**src/hdl/smmba_pkg.sv**
```systemverilog
// Shared types and constants for the sensor min/max block average.
// No dependencies; compiled before every other file.
package smmba_pkg;

   localparam int GAS_W       = 16;
   localparam int TEMP_W      = 12;
   localparam int HUMIN_W     = 10;
   localparam int HUMID_W     = 7;
   localparam int SLOT_W      = 5;
   localparam int BYTE_W      = 8;
   localparam int POS_W       = 9;
   localparam int ACC_W       = 13;
   localparam int RECENT_DEPTH = 32;

   localparam logic [GAS_W-1:0]         GAS_MIN_RESET   = 16'd5000;
   localparam logic signed [TEMP_W-1:0] TEMP_MIN_RESET  = 12'sd1000;
   localparam logic [HUMID_W-1:0]       HUMID_MIN_RESET = 7'd100;

   // divide by ten as multiply by 205 then shift right by 11, exact below 1024
   localparam logic [7:0] HUMID_RECIP = 8'd205;
   localparam int         HUMID_SHIFT = 11;
   localparam int         HUMID_PROD_W = HUMIN_W + 8;

   localparam logic [SLOT_W-1:0] SLOT_LAST = SLOT_W'(RECENT_DEPTH - 1);

   typedef enum logic [1:0] {
      ST_IDLE,
      ST_LOAD,
      ST_SUM,
      ST_EMIT
   } smmba_state_type;

   typedef struct packed {
      logic load_in;
      logic update;
      logic sum_step;
      logic emit;
   } smmba_cmd_type;

   typedef struct packed {
      logic slot_zero;
      logic sum_last;
      logic out_free;
   } smmba_stat_type;

endpackage

```
**src/hdl/smmba_if.sv**
```systemverilog
// Handshake channels for readings in and results out.
// Depends on smmba_pkg for field widths.
interface smmba_req_if;
   logic                                     valid;
   logic                                     ready;
   logic [smmba_pkg::SLOT_W-1:0]             sample_slot;
   logic [smmba_pkg::GAS_W-1:0]              gas_ppm;
   logic signed [smmba_pkg::TEMP_W-1:0]      temperature;
   logic [smmba_pkg::HUMIN_W-1:0]            humidity;

   modport source (output valid, sample_slot, gas_ppm, temperature, humidity, input ready);
   modport sink   (input valid, sample_slot, gas_ppm, temperature, humidity, output ready);
endinterface

interface smmba_rsp_if;
   logic                                     valid;
   logic                                     ready;
   logic [smmba_pkg::GAS_W-1:0]              gas_max;
   logic [smmba_pkg::GAS_W-1:0]              gas_min;
   logic signed [smmba_pkg::TEMP_W-1:0]      temp_max;
   logic signed [smmba_pkg::TEMP_W-1:0]      temp_min;
   logic [smmba_pkg::HUMID_W-1:0]            humid_max;
   logic [smmba_pkg::HUMID_W-1:0]            humid_min;
   logic                                     average_valid;
   logic [smmba_pkg::BYTE_W-1:0]             average_value;
   logic [smmba_pkg::POS_W-1:0]              history_position;

   modport source (output valid, gas_max, gas_min, temp_max, temp_min, humid_max, humid_min,
                   average_valid, average_value, history_position, input ready);
   modport sink   (input valid, gas_max, gas_min, temp_max, temp_min, humid_max, humid_min,
                   average_valid, average_value, history_position, output ready);
endinterface

```
**src/hdl/smmba_ctrl.sv**
```systemverilog
// Sequencer: accepts a word, runs the update, the optional 32-step sum and the emit.
// Depends on smmba_pkg.
module smmba_ctrl (
   input  logic                     clock,
   input  logic                     reset,
   input  logic                     req_valid,
   output logic                     req_ready,
   input  smmba_pkg::smmba_stat_type stat,
   output smmba_pkg::smmba_cmd_type  cmd
);
   import smmba_pkg::*;

   smmba_state_type state_ff, state_in;

   always_ff @(posedge clock) begin
      if (reset) begin
         state_ff <= ST_IDLE;
      end else begin
         state_ff <= state_in;
      end
   end

   always_comb begin
      state_in  = state_ff;
      cmd       = '0;
      req_ready = 1'b0;
      unique case (state_ff)
         ST_IDLE: begin
            // no word is taken while reset is held
            req_ready = !reset;
            if (req_valid && !reset) begin
               cmd.load_in = 1'b1;
               state_in    = ST_LOAD;
            end
         end
         ST_LOAD: begin
            cmd.update = 1'b1;
            state_in   = stat.slot_zero ? ST_SUM : ST_EMIT;
         end
         ST_SUM: begin
            cmd.sum_step = 1'b1;
            if (stat.sum_last) begin
               state_in = ST_EMIT;
            end
         end
         ST_EMIT: begin
            // wait until the output register can take the word
            if (stat.out_free) begin
               cmd.emit = 1'b1;
               state_in = ST_IDLE;
            end
         end
         default: state_in = ST_IDLE;
      endcase
   end

endmodule

```
**src/hdl/smmba_dp.sv**
```systemverilog
// Datapath: min/max registers, recent store with serial sum, history and output register.
// Depends on smmba_pkg; driven by smmba_ctrl commands.
module smmba_dp #(
   parameter int HISTORY_DEPTH = 512
) (
   input  logic                                 clock,
   input  logic                                 reset,
   input  smmba_pkg::smmba_cmd_type             cmd,
   output smmba_pkg::smmba_stat_type            stat,
   input  logic [smmba_pkg::SLOT_W-1:0]         in_slot,
   input  logic [smmba_pkg::GAS_W-1:0]          in_gas,
   input  logic signed [smmba_pkg::TEMP_W-1:0]  in_temp,
   input  logic [smmba_pkg::HUMIN_W-1:0]        in_humid,
   input  logic                                 rsp_ready,
   output logic                                 rsp_valid,
   output logic [smmba_pkg::GAS_W-1:0]          rsp_gas_max,
   output logic [smmba_pkg::GAS_W-1:0]          rsp_gas_min,
   output logic signed [smmba_pkg::TEMP_W-1:0]  rsp_temp_max,
   output logic signed [smmba_pkg::TEMP_W-1:0]  rsp_temp_min,
   output logic [smmba_pkg::HUMID_W-1:0]        rsp_humid_max,
   output logic [smmba_pkg::HUMID_W-1:0]        rsp_humid_min,
   output logic                                 rsp_avg_valid,
   output logic [smmba_pkg::BYTE_W-1:0]         rsp_avg_value,
   output logic [smmba_pkg::POS_W-1:0]          rsp_position
);
   import smmba_pkg::*;

   localparam int HEAD_W = (HISTORY_DEPTH > 1) ? $clog2(HISTORY_DEPTH) : 1;
   localparam logic [HEAD_W-1:0] HEAD_LAST = HEAD_W'(HISTORY_DEPTH - 1);

   // captured input word
   logic [SLOT_W-1:0]         slot_ff;
   logic [GAS_W-1:0]          gas_ff;
   logic signed [TEMP_W-1:0]  temp_ff;
   logic [HUMIN_W-1:0]        humid_ff;

   // running extremes
   logic [GAS_W-1:0]          max_gas_ff, min_gas_ff;
   logic signed [TEMP_W-1:0]  max_temp_ff, min_temp_ff;
   logic [HUMID_W-1:0]        max_humid_ff, min_humid_ff;

   logic [BYTE_W-1:0]         recent_ff [RECENT_DEPTH];
   logic [SLOT_W-1:0]         sum_cnt_ff;
   logic [ACC_W-1:0]          acc_ff;
   logic [HEAD_W-1:0]         head_ff;
   logic [BYTE_W-1:0]         hist_mem [HISTORY_DEPTH];

   logic [HUMID_PROD_W-1:0]   humid_prod;
   logic [HUMID_W-1:0]        humid_pct;
   logic [BYTE_W-1:0]         avg_byte;
   logic [HEAD_W+POS_W-1:0]   head_wide;
   logic                      out_valid_ff;

   assign humid_prod = HUMID_PROD_W'(humid_ff) * HUMID_PROD_W'(HUMID_RECIP);
   assign humid_pct  = humid_prod[HUMID_PROD_W-1:HUMID_SHIFT];
   assign avg_byte   = acc_ff[ACC_W-1:SLOT_W];
   assign head_wide  = (HEAD_W+POS_W)'(head_ff);

   assign stat.slot_zero = (slot_ff == '0);
   assign stat.sum_last  = (sum_cnt_ff == SLOT_LAST);
   assign stat.out_free  = !out_valid_ff || rsp_ready;

   always_ff @(posedge clock) begin
      if (cmd.load_in) begin
         slot_ff  <= in_slot;
         gas_ff   <= in_gas;
         temp_ff  <= in_temp;
         humid_ff <= in_humid;
      end
   end

   always_ff @(posedge clock) begin
      if (reset) begin
         max_gas_ff   <= '0;
         min_gas_ff   <= GAS_MIN_RESET;
         max_temp_ff  <= '0;
         min_temp_ff  <= TEMP_MIN_RESET;
         max_humid_ff <= '0;
         min_humid_ff <= HUMID_MIN_RESET;
         for (int i = 0; i < RECENT_DEPTH; i++) begin
            recent_ff[i] <= '0;
         end
      end else if (cmd.update) begin
         if (gas_ff > max_gas_ff)      max_gas_ff   <= gas_ff;
         if (gas_ff < min_gas_ff)      min_gas_ff   <= gas_ff;
         if (temp_ff > max_temp_ff)    max_temp_ff  <= temp_ff;
         if (temp_ff < min_temp_ff)    min_temp_ff  <= temp_ff;
         if (humid_pct > max_humid_ff) max_humid_ff <= humid_pct;
         if (humid_pct < min_humid_ff) min_humid_ff <= humid_pct;
         recent_ff[slot_ff] <= gas_ff[BYTE_W+SLOT_W-1:SLOT_W];
      end
   end

   // one entry per cycle; the update cycle has already stored this word's byte
   always_ff @(posedge clock) begin
      if (cmd.update) begin
         sum_cnt_ff <= '0;
         acc_ff     <= '0;
      end else if (cmd.sum_step) begin
         sum_cnt_ff <= sum_cnt_ff + 1'b1;
         acc_ff     <= acc_ff + ACC_W'(recent_ff[sum_cnt_ff]);
      end
   end

   always_ff @(posedge clock) begin
      if (reset) begin
         head_ff <= '0;
      end else if (cmd.emit && stat.slot_zero) begin
         head_ff <= (head_ff == HEAD_LAST) ? '0 : head_ff + 1'b1;
      end
   end

   // history write port only; nothing in this block reads it back
   always_ff @(posedge clock) begin
      if (cmd.emit && stat.slot_zero) begin
         hist_mem[head_ff] <= avg_byte;
      end
   end

   always_ff @(posedge clock) begin
      if (reset) begin
         out_valid_ff <= 1'b0;
      end else if (cmd.emit) begin
         out_valid_ff <= 1'b1;
      end else if (rsp_ready) begin
         out_valid_ff <= 1'b0;
      end
   end

   always_ff @(posedge clock) begin
      if (cmd.emit) begin
         rsp_gas_max   <= max_gas_ff;
         rsp_gas_min   <= min_gas_ff;
         rsp_temp_max  <= max_temp_ff;
         rsp_temp_min  <= min_temp_ff;
         rsp_humid_max <= max_humid_ff;
         rsp_humid_min <= min_humid_ff;
         rsp_avg_valid <= stat.slot_zero;
         rsp_avg_value <= stat.slot_zero ? avg_byte : '0;
         rsp_position  <= stat.slot_zero ? head_wide[POS_W-1:0] : '0;
      end
   end

   assign rsp_valid = out_valid_ff;

endmodule

```
**src/hdl/sensor_min_max_block_average.sv**
```systemverilog
// Sensor min/max tracker with gas block average.
// Channels: req_chan (sink) takes one reading word: slot, gas, temperature,
// humidity. rsp_chan (source) returns one result word per reading with the
// running extremes and, for slot 0, the block average and its history slot.
// Steps: a nonzero-slot word passes from the accept through the load state
// to the emit state; a slot-0 word also passes the sum state, since the
// 32-entry recent store is summed through one adder, one entry per cycle.
// One word at a time: the next word is taken once the result is in the
// output register.
// A finished result waits in the output register while the next word is
// accepted and processed; if the receiver stalls, that next result waits in
// its last step until the register frees, and req_chan.ready stays low.
// Reset: extremes return to their start values (gas min 5000, temperature
// min 100.0 degrees, humidity min 100 percent, maxima zero), the recent
// store clears in the reset cycle, history head returns to slot 0. History
// contents are not cleared.
// Depends on smmba_pkg, smmba_if, smmba_ctrl, smmba_dp.
module sensor_min_max_block_average #(
   parameter int HISTORY_DEPTH = 512
) (
   input  logic       clock,
   input  logic       reset,
   smmba_req_if.sink   req_chan,
   smmba_rsp_if.source rsp_chan
);
   import smmba_pkg::*;

   smmba_cmd_type  cmd;
   smmba_stat_type stat;

   smmba_ctrl u_ctrl (
      .clock     (clock),
      .reset     (reset),
      .req_valid (req_chan.valid),
      .req_ready (req_chan.ready),
      .stat      (stat),
      .cmd       (cmd)
   );

   smmba_dp #(
      .HISTORY_DEPTH (HISTORY_DEPTH)
   ) u_dp (
      .clock         (clock),
      .reset         (reset),
      .cmd           (cmd),
      .stat          (stat),
      .in_slot       (req_chan.sample_slot),
      .in_gas        (req_chan.gas_ppm),
      .in_temp       (req_chan.temperature),
      .in_humid      (req_chan.humidity),
      .rsp_ready     (rsp_chan.ready),
      .rsp_valid     (rsp_chan.valid),
      .rsp_gas_max   (rsp_chan.gas_max),
      .rsp_gas_min   (rsp_chan.gas_min),
      .rsp_temp_max  (rsp_chan.temp_max),
      .rsp_temp_min  (rsp_chan.temp_min),
      .rsp_humid_max (rsp_chan.humid_max),
      .rsp_humid_min (rsp_chan.humid_min),
      .rsp_avg_valid (rsp_chan.average_valid),
      .rsp_avg_value (rsp_chan.average_value),
      .rsp_position  (rsp_chan.history_position)
   );

endmodule

```
**src/flat_wrapper.sv**
```systemverilog
// flat-port wrapper written by rule: the top's interface ports become plain ports
module sensor_min_max_block_average_flat import smmba_pkg::*;
#(
   parameter int HISTORY_DEPTH = 512
)
  (clock, reset, req_chan_valid, req_chan_sample_slot, req_chan_gas_ppm, req_chan_temperature, req_chan_humidity, req_chan_ready, rsp_chan_valid, rsp_chan_gas_max, rsp_chan_gas_min, rsp_chan_temp_max, rsp_chan_temp_min, rsp_chan_humid_max, rsp_chan_humid_min, rsp_chan_average_valid, rsp_chan_average_value, rsp_chan_history_position, rsp_chan_ready);
  smmba_req_if req_chan_i ();
  smmba_rsp_if rsp_chan_i ();
  input  logic clock;
  input  logic reset;
  input wire logic [$bits(req_chan_i.valid)-1:0] req_chan_valid;
  input wire logic [$bits(req_chan_i.sample_slot)-1:0] req_chan_sample_slot;
  input wire logic [$bits(req_chan_i.gas_ppm)-1:0] req_chan_gas_ppm;
  input wire logic [$bits(req_chan_i.temperature)-1:0] req_chan_temperature;
  input wire logic [$bits(req_chan_i.humidity)-1:0] req_chan_humidity;
  output wire logic [$bits(req_chan_i.ready)-1:0] req_chan_ready;
  output wire logic [$bits(rsp_chan_i.valid)-1:0] rsp_chan_valid;
  output wire logic [$bits(rsp_chan_i.gas_max)-1:0] rsp_chan_gas_max;
  output wire logic [$bits(rsp_chan_i.gas_min)-1:0] rsp_chan_gas_min;
  output wire logic [$bits(rsp_chan_i.temp_max)-1:0] rsp_chan_temp_max;
  output wire logic [$bits(rsp_chan_i.temp_min)-1:0] rsp_chan_temp_min;
  output wire logic [$bits(rsp_chan_i.humid_max)-1:0] rsp_chan_humid_max;
  output wire logic [$bits(rsp_chan_i.humid_min)-1:0] rsp_chan_humid_min;
  output wire logic [$bits(rsp_chan_i.average_valid)-1:0] rsp_chan_average_valid;
  output wire logic [$bits(rsp_chan_i.average_value)-1:0] rsp_chan_average_value;
  output wire logic [$bits(rsp_chan_i.history_position)-1:0] rsp_chan_history_position;
  input wire logic [$bits(rsp_chan_i.ready)-1:0] rsp_chan_ready;
  assign req_chan_i.valid = req_chan_valid;
  assign req_chan_i.sample_slot = req_chan_sample_slot;
  assign req_chan_i.gas_ppm = req_chan_gas_ppm;
  assign req_chan_i.temperature = req_chan_temperature;
  assign req_chan_i.humidity = req_chan_humidity;
  assign req_chan_ready = req_chan_i.ready;
  assign rsp_chan_valid = rsp_chan_i.valid;
  assign rsp_chan_gas_max = rsp_chan_i.gas_max;
  assign rsp_chan_gas_min = rsp_chan_i.gas_min;
  assign rsp_chan_temp_max = rsp_chan_i.temp_max;
  assign rsp_chan_temp_min = rsp_chan_i.temp_min;
  assign rsp_chan_humid_max = rsp_chan_i.humid_max;
  assign rsp_chan_humid_min = rsp_chan_i.humid_min;
  assign rsp_chan_average_valid = rsp_chan_i.average_valid;
  assign rsp_chan_average_value = rsp_chan_i.average_value;
  assign rsp_chan_history_position = rsp_chan_i.history_position;
  assign rsp_chan_i.ready = rsp_chan_ready;
  sensor_min_max_block_average #(.HISTORY_DEPTH(HISTORY_DEPTH)) u_core (.clock(clock), .reset(reset), .req_chan(req_chan_i), .rsp_chan(rsp_chan_i));
endmodule
```
**config.mk**
```make
export PLATFORM = sky130hd
export DESIGN_NAME = sensor_min_max_block_average_flat
export DESIGN_NICKNAME = d
export VERILOG_FILES = /design/src/hdl/smmba_pkg.sv /design/src/hdl/smmba_if.sv /design/src/hdl/smmba_ctrl.sv /design/src/hdl/smmba_dp.sv /design/src/hdl/sensor_min_max_block_average.sv /design/src/flat_wrapper.sv
export SDC_FILE = /design/constraint.sdc
export NUM_CORES = 1
export LEC_CHECK = 0
export ABC_AREA = 0
export ABC_CLOCK_PERIOD_IN_PS = 17400
export BUFFER_PORTS_ARGS = -buffer_cell sky130_fd_sc_hd__buf_2
export CORE_MARGIN = 4
export CORE_UTILIZATION = 37
export DETAILED_ROUTE_END_ITERATION = 8
export PLACE_DENSITY = 0.54
export REMOVE_ABC_BUFFERS = 1
export SLEW_MARGIN = 20
export SYNTH_ARGS = -nofsm -noshare
export SYNTH_HDL_FRONTEND = slang
export SYNTH_SLANG_ARGS = --single-unit
```
**constraint.sdc**
```tcl
create_clock -name clock -period 17.4 [get_ports clock]
set_clock_uncertainty 0.15 [all_clocks]
set_input_delay 0.87 -clock clock [delete_from_list [all_inputs] [get_ports clock]]
set_output_delay 0.87 -clock clock [all_outputs]
set_load 0.03 [all_outputs]
```
==> flow_summary.toml, run 1 <==
[critical_path]
crit_top_cell = "inv_1"
crit_start = "u_core.u_dp.humid_ff[6]$_DFFE_PP_"
critPathMaxStageDelay_ns = 0.65
critPathArrivalTime_ns = 6.45
reg2reg_slack_ns = 11.26
critPathMaxFanout = 10
crit_chain = "ha_1, inv_1, fa_1, inv_1, fa_1, inv_1, fa_1, inv_1, ha_1, o21ai_0, nor2_1, o32a_1, nand2_1, o311ai_1, ha_1, o21a_1, o21ai_0, a21oi_1, o221ai_2, mux2i_1, nor2_1"
critPathRequiredTime_ns = 17.71
worstSetupEndpoint = "u_core.u_dp.max_humid_ff[5]$_SDFFE_PP0P_"
cp-end-kind = "register"
worstSetupPathType = "reg2reg"
worstReg2RegEnd = "u_core.u_dp.max_humid_ff[5]$_SDFFE_PP0P_"
r2r_cells = 21
worstReg2RegStart = "u_core.u_dp.humid_ff[6]$_DFFE_PP_"
cp_slowest_cell = "o311ai_1"
cpLargestDelayFamily = "adder cells"
crit_cells = 21
worstPathBufferInverterCount = 4
worstSetupStartpointType = "register"

[logic_synthesis]
synthFlopType = "edfxtp_1"
ys_seq_area_share_pct = 58.4
ys_ff_latch = 492
syn_inst = 1758
syn-cell-area_um2 = 23500
synth-edff-count = 387
post_synth.cell_area_avg_um2 = 13.4
yosysWarnings = 0
async_flop_share_pct = 0
ys_types = 60

[cells_and_area]
fill_cells = 5745
area_delta_synth_final_pct = 15.2
layout_common_cells = "387 x edfxtp_1, 273 x and2_1, 136 x buf_2, 133 x ha_1, 126 x nor2_1"
drive_gt1_share_pct = 18.7
stdcell_count = 2804
regArea_um2 = 13700
final_common_cell = "edfxtp_1"
multi_input_area_um2 = 9000
final_nets = 2110
post-route-util_pct = 43.0
fin_area_um2 = 27100

[detailed_routing]
drc = 0
drtIter0Drc = 757
ant_nets = 0
num_vias = 14002
wl_um = 53700
vias_per_cell = 4.99
dr.pass1.iters = 7
wire_per_inst_um = 19.1

[floorplanning]
chipWidth_um = 260
coreArea_um2 = 63000
core.rowCount = 92
die_area_um2 = 67600
io-pin-count = 137
die_h_um = 260
start_util_pct = 37.3

[placement]
portBuffers = 136
dpl-instance-area_um2 = 25200
routabilityCongestion = 0.793
post-place-cells = 2702
detailed_place_hpwl_um = 37200

[clocking]
root_buffer = "clkbuf_16"
cts_hold_buf = 0
clock_sinks = 492
cts_setup_buffers = 0
cts.repair.resized = 0
cts_inserted_buffers = 54
clock_latency_ns = 0.60
h-tree-depth = 2
clock_path_buffers = 3
clk_pin_slew_ns = 0.06
cts_tree = "built"

[pwr]
cellLeakagePower_nw = 10.5
power_density_nw_per_um2 = 143
ir_worst_vdd_v = 0.0000926

[sta]
fin_hold_ws_ns = 0.281
maxSlewHeadroom_pct = 25.5
period_minus_slack_ns = 6.14
drv_slew = 0
fmax_mhz = 163
rsz0062_at_grt = "no"
hold_viol = 0
post-route-period-util_pct = 35.3
setup_viol = 0
max_slew.worst_pin.slew_ns = 1.11
fin_tns_setup_ns = 0

[grt]
grt.overflow.total = 0
grt_max_degree = 70
grt_pass1_vias = 14199
track_usage_pct = 15.7
antenna_found_initial = 1
grt_pass1_wl_um = 82700

[flow_run]
maxCapViolCount = 0

[outcome]
status = "complete, no violations"

[min_path]
hp-class = "reg2reg"
-- routing by layer --
layer | vias to the layer above | global-route usage (%) | part of all wire, %
met2 | 292 | 25.5 | 47
met4 | 0 | 3.62 | 1.8
met1 | 6965 | 22.1 | 47
met3 | 67 | 3.03 | 4.8
met5 | - | 0 | 0
li1 | 6678 | - | -
-- through the flow --
step | total power, mW | setup WS [ns]
3_3_place_gp | 2.69 | 11.39
5_1_grt | 4.12 | 10.81
6_report | 3.86 | 11.26
3_5_place_dp | 2.71 | 11.28
4_1_cts | 3.91 | 11.26
2_1_floorplan | 2.38 | 11.08
-- cell usage after synthesis (13+ instances only) --
master,n,area [um2]
nand2_1,55,206
inv_1,125,469
nand4_1,15,93.8
a21o_1,17,128
clkbuf_1,59,221
o21ai_0,56,280
mux4_2,80,1800
edfxtp_1,387,11600
dfxtp_1,105,2100
and2_1,274,1710
or3_1,14,87.6
o211ai_1,18,135
nand3_1,13,65.1
nor2_1,126,473
mux2i_1,65,651
fa_1,17,340
ha_1,134,1680
a21oi_1,34,170
-- final cells by class --
class                   count  area share [%]
well taps                 846            3.91
clock inverters            31            1.27
repair buffers            177            3.65
inverters                 126            1.75
diodes                      1         0.00924
clock buffers              70            5.52
flip-flops and latches    492            50.7
multi-input cells        1061            33.2
-- where the power goes --
part / leakage (nW) / internal [mW] / switching [mW]
Sequential: 4.72 / 1.39 / 0.0809
Clock: 0.883 / 0.709 / 0.468
Combinational: 4.91 / 0.502 / 0.710
-- sequential cells by signal (all words and copies together) (netlist names), 8 cells and up, named ones only --
name and cells:
u_core.u_dp.acc_ff 13, u_core.u_dp.gas_ff 16, u_core.u_dp.head_ff 9, u_core.u_dp.humid_ff 10, u_core.u_dp.max_gas_ff 16, u_core.u_dp.max_temp_ff 12
u_core.u_dp.min_gas_ff 16, u_core.u_dp.min_temp_ff 12, u_core.u_dp.recent_ff 256, u_core.u_dp.rsp_avg_value 8, u_core.u_dp.rsp_gas_max 16, u_core.u_dp.rsp_gas_min 16
u_core.u_dp.rsp_position 9, u_core.u_dp.rsp_temp_max 12, u_core.u_dp.rsp_temp_min 12, u_core.u_dp.temp_ff 12
-- how the worst min path moves through the flow --
stage,depth (start not counted),end,from
finish,0,u_core.u_dp.rsp_temp_min[1]$_DFFE_PP_,u_core.u_dp.min_temp_ff[1]$_SDFFE_PP0P_
global route,1,u_core.u_dp.gas_ff[2]$_DFFE_PP_,req_chan_gas_ppm[2]
CTS,1,u_core.u_dp.gas_ff[2]$_DFFE_PP_,req_chan_gas_ppm[2]
detailed placement,0,u_core.u_dp.rsp_temp_min[1]$_DFFE_PP_,u_core.u_dp.min_temp_ff[1]$_SDFFE_PP0P_
global placement,0,u_core.u_dp.rsp_temp_min[10]$_DFFE_PP_,u_core.u_dp.min_temp_ff[10]$_SDFFE_PP0P_
floorplan,0,u_core.u_dp.rsp_humid_max[2]$_DFFE_PP_,u_core.u_dp.max_humid_ff[2]$_SDFFE_PP0P_
-- worst reg2reg max path, stage by stage, from the launching register on --
cell and delay [ns]:
edfxtp_1 0.44, ha_1 0.36, inv_1 0.07, fa_1 0.52, inv_1 0.06, fa_1 0.53
inv_1 0.05, fa_1 0.52, inv_1 0.04, ha_1 0.31, o21ai_0 0.10, nor2_1 0.26
o32a_1 0.25, nand2_1 0.11, o311ai_1 0.65, ha_1 0.38, o21a_1 0.19, o21ai_0 0.14
a21oi_1 0.07, o221ai_2 0.50, mux2i_1 0.26, nor2_1 0.06
-- cells by family (layout without fill, tap and decap cells) --
| family | after synthesis | in the layout | synth area share [%] |
|---|---|---|---|
| AND/OR/NAND/NOR | 552 | 552 | 12.8 |
| flip-flops | 492 | 492 | 58.4 |
| buffers and inverters | 205 | 404 | 3.42 |
| AO/OA/AOI/OAI | 183 | 183 | 5.17 |
| multiplexers | 154 | 154 | 10.9 |
| adder cells (fa/ha/maj) | 151 | 151 | 8.58 |
| XOR/XNOR | 21 | 21 | 0.782 |
| other | 0 | 1 | 0 |
No activity file was read; power rests on OpenSTA's default activity.
==> run 2, diff against run 1 <==
--- a/config.mk
+++ b/config.mk
@@ -6,7 +6,7 @@
 export NUM_CORES = 1
 export LEC_CHECK = 0
 export ABC_AREA = 0
-export ABC_CLOCK_PERIOD_IN_PS = 17400
+export ABC_CLOCK_PERIOD_IN_PS = 6000
 export BUFFER_PORTS_ARGS = -buffer_cell sky130_fd_sc_hd__buf_2
 export CORE_MARGIN = 4
 export CORE_UTILIZATION = 37
==> constraint.sdc (replaced) <==
create_clock -name clock -period 6 [get_ports clock]
set_clock_uncertainty 0.15 [all_clocks]
set_input_delay 0.3 -clock clock [delete_from_list [all_inputs] [get_ports clock]]
set_output_delay 0.3 -clock clock [all_outputs]
set_load 0.03 [all_outputs]
==> run 2 against run 1 <==
Against the previous run:
- first-iteration DRC count grew 14%
- register-to-register slack worse by 11 ns
- sequential share of layout area decreased by 1.1 points
- routed wire length increased by 2.5%
- critical endpoint is now u_core.u_dp.min_humid_ff[5]$_SDFFE_PP1P_
- die area unchanged
- design area increased by 2.3%
==> flow_summary.toml, run 2 (synthesis gave the netlist of run 1 again) <==
[outcome]
status = "complete, no violations"

[floorplanning]
die_area_um2 = 67600
coreArea_um2 = 63000
core.rowCount = 92
start_util_pct = 37.3
io-pin-count = 137
die_h_um = 260
chipWidth_um = 260

[critical_path]
critPathArrivalTime_ns = 6.06
crit_chain = "ha_1, inv_1, fa_1, inv_1, fa_1, inv_1, fa_1, inv_1, ha_1, and3_1, o221ai_1, o211ai_1, a31oi_1, xnor2_1, ha_1, a21o_1, a211o_1, o41ai_4, buf_6, clkbuf_2, buf_4, nand2_1, o211ai_1"
worstPathBufferInverterCount = 7
cp_slowest_cell = "fa_1"
worstSetupStartpointType = "register"
cp-end-kind = "register"
critPathMaxStageDelay_ns = 0.52
crit_top_cell = "inv_1"
critPathMaxFanout = 6
worstSetupPathType = "reg2reg"
cpLargestDelayFamily = "adder cells"
critPathRequiredTime_ns = 6.38

[grt]
top_usage_layer = "met2"
track_usage_pct = 16.3
grt_pass1_vias = 14480
grt_max_degree = 58
grt_use_met2_pct = 26.5
antenna_found_initial = 2
grtUsageMet1_pct = 23.0
grt_pass1_wl_um = 85600
gr-usage-met3_pct = 2.47
grt.overflow.total = 0

[sta]
setup_slack_ns = 0.316
post-route-period-util_pct = 94.7
maxSlewHeadroom_pct = 25.4
period_minus_slack_ns = 5.68
drv_slew = 0
setup_viol = 0
hold_viol = 0
fmax_mhz = 176
max_slew.worst_pin.slew_ns = 1.11
rsz0062_at_grt = "yes"

[placement]
dpl-instance-area_um2 = 25300
dp_slack_ns = 0.139
routabilityCongestion = 0.802
post-place-cells = 2710
portBuffers = 136
detailed_place_hpwl_um = 37800

[cells_and_area]
drive_gt1_share_pct = 19.7
final_nets = 2167
antenna_cells = 0
final_common_cell = "edfxtp_1"
regMostFlops = "u_core.u_dp.recent_ff"
largest_reg_flops = 256
post-route-util_pct = 44.0
area_delta_synth_final_pct = 17.8
fin_area_um2 = 27700
layout_common_cells = "387 x edfxtp_1, 273 x and2_1, 136 x buf_2, 133 x ha_1, 125 x nor2_1"
stdcell_count = 2860

[detailed_routing]
dr.pass1.iters = 5
ant_nets = 0
drtIter0Drc = 861
wl_um = 55000
drc = 0
wire_per_inst_um = 19.2
vias_per_cell = 4.95
num_vias = 14166

[flow_run]
maxCapViolCount = 0

[pwr]
power_density_nw_per_um2 = 412
ir_worst_vdd_v = 0.000273
power_mw = 11.4
cellLeakagePower_nw = 10.8

[clocking]
cts_tree = "built"
h-tree-depth = 2
cts_inserted_buffers = 54
clock_latency_ns = 0.60
clock_path_buffers = 3
root_buffer = "clkbuf_16"
clk_pin_slew_ns = 0.06
clock_sinks = 492

[min_path]
hp-class = "in2reg"
## run 2: what timing repair did
action / CTS / global route
endpoints found under the hold margin: 44 / 0
resized for setup: 0 / 9
setup buffers: 0 / 5
endpoints found under the setup margin: 0 / 14
hold buffers: 44 / 0
## run 2: final timing paths
path                                               to  slack, ns                                      from  depth (start not counted)
min            u_core.u_ctrl.state_ff[0]$_SDFFE_PP0P_       0.07                            req_chan_valid                          5
min reg2reg    u_core.u_dp.rsp_temp_min[10]$_DFFE_PP_       0.28  u_core.u_dp.min_temp_ff[10]$_SDFFE_PP0P_                          0
max          u_core.u_dp.min_humid_ff[5]$_SDFFE_PP1P_       0.32         u_core.u_dp.humid_ff[6]$_DFFE_PP_                         23
max reg2reg  u_core.u_dp.min_humid_ff[5]$_SDFFE_PP1P_       0.32         u_core.u_dp.humid_ff[6]$_DFFE_PP_                         23
## run 2: worst register-to-register path: stages, from the launching register on
cell and delay (ns):
edfxtp_1 0.43, ha_1 0.34, inv_1 0.06, fa_1 0.52, inv_1 0.06, fa_1 0.52
inv_1 0.05, fa_1 0.52, inv_1 0.04, ha_1 0.34, and3_1 0.16, o221ai_1 0.12
o211ai_1 0.26, a31oi_1 0.13, xnor2_1 0.24, ha_1 0.30, a21o_1 0.18, a211o_1 0.33
o41ai_4 0.30, buf_6 0.17, clkbuf_2 0.16, buf_4 0.11, nand2_1 0.04, o211ai_1 0.07
## run 2: power by group
group	internal (mW)	switching (mW)	total (mW)
sequential	4.04	0.245	4.29
combinational	1.59	2.12	3.71
clock	2.06	1.37	3.43
## run 2: layout make-up
type	instances	area, um2
Clock buffer	73	1590
Timing Repair Buffer	234	1550
Tap cell	846	1060
Sequential cell	492	13700
Clock inverter	28	274
Fill cell	5743	35300
Multi-Input combinational cell	1061	9030
Inverter	126	473
## run 2: metrics by stage
step / setup TNS, ns / hold slack, ns
2_1_floorplan: 0 / 0.219
6_report: 0 / 0.0688
4_1_cts: 0 / 0.0225
5_1_grt: -0.0734 / 0.0950
3_3_place_gp: 0 / 0.262
3_5_place_dp: 0 / 0.267
## run 2: per-layer routing
| metal | wire length, um | vias to the layer above |
|---|---|---|
| li1 | - | 6802 |
| met5 | 27 | - |
| met4 | 1040 | 4 |
| met1 | 25800 | 7047 |
| met3 | 2130 | 71 |
| met2 | 26000 | 242 |
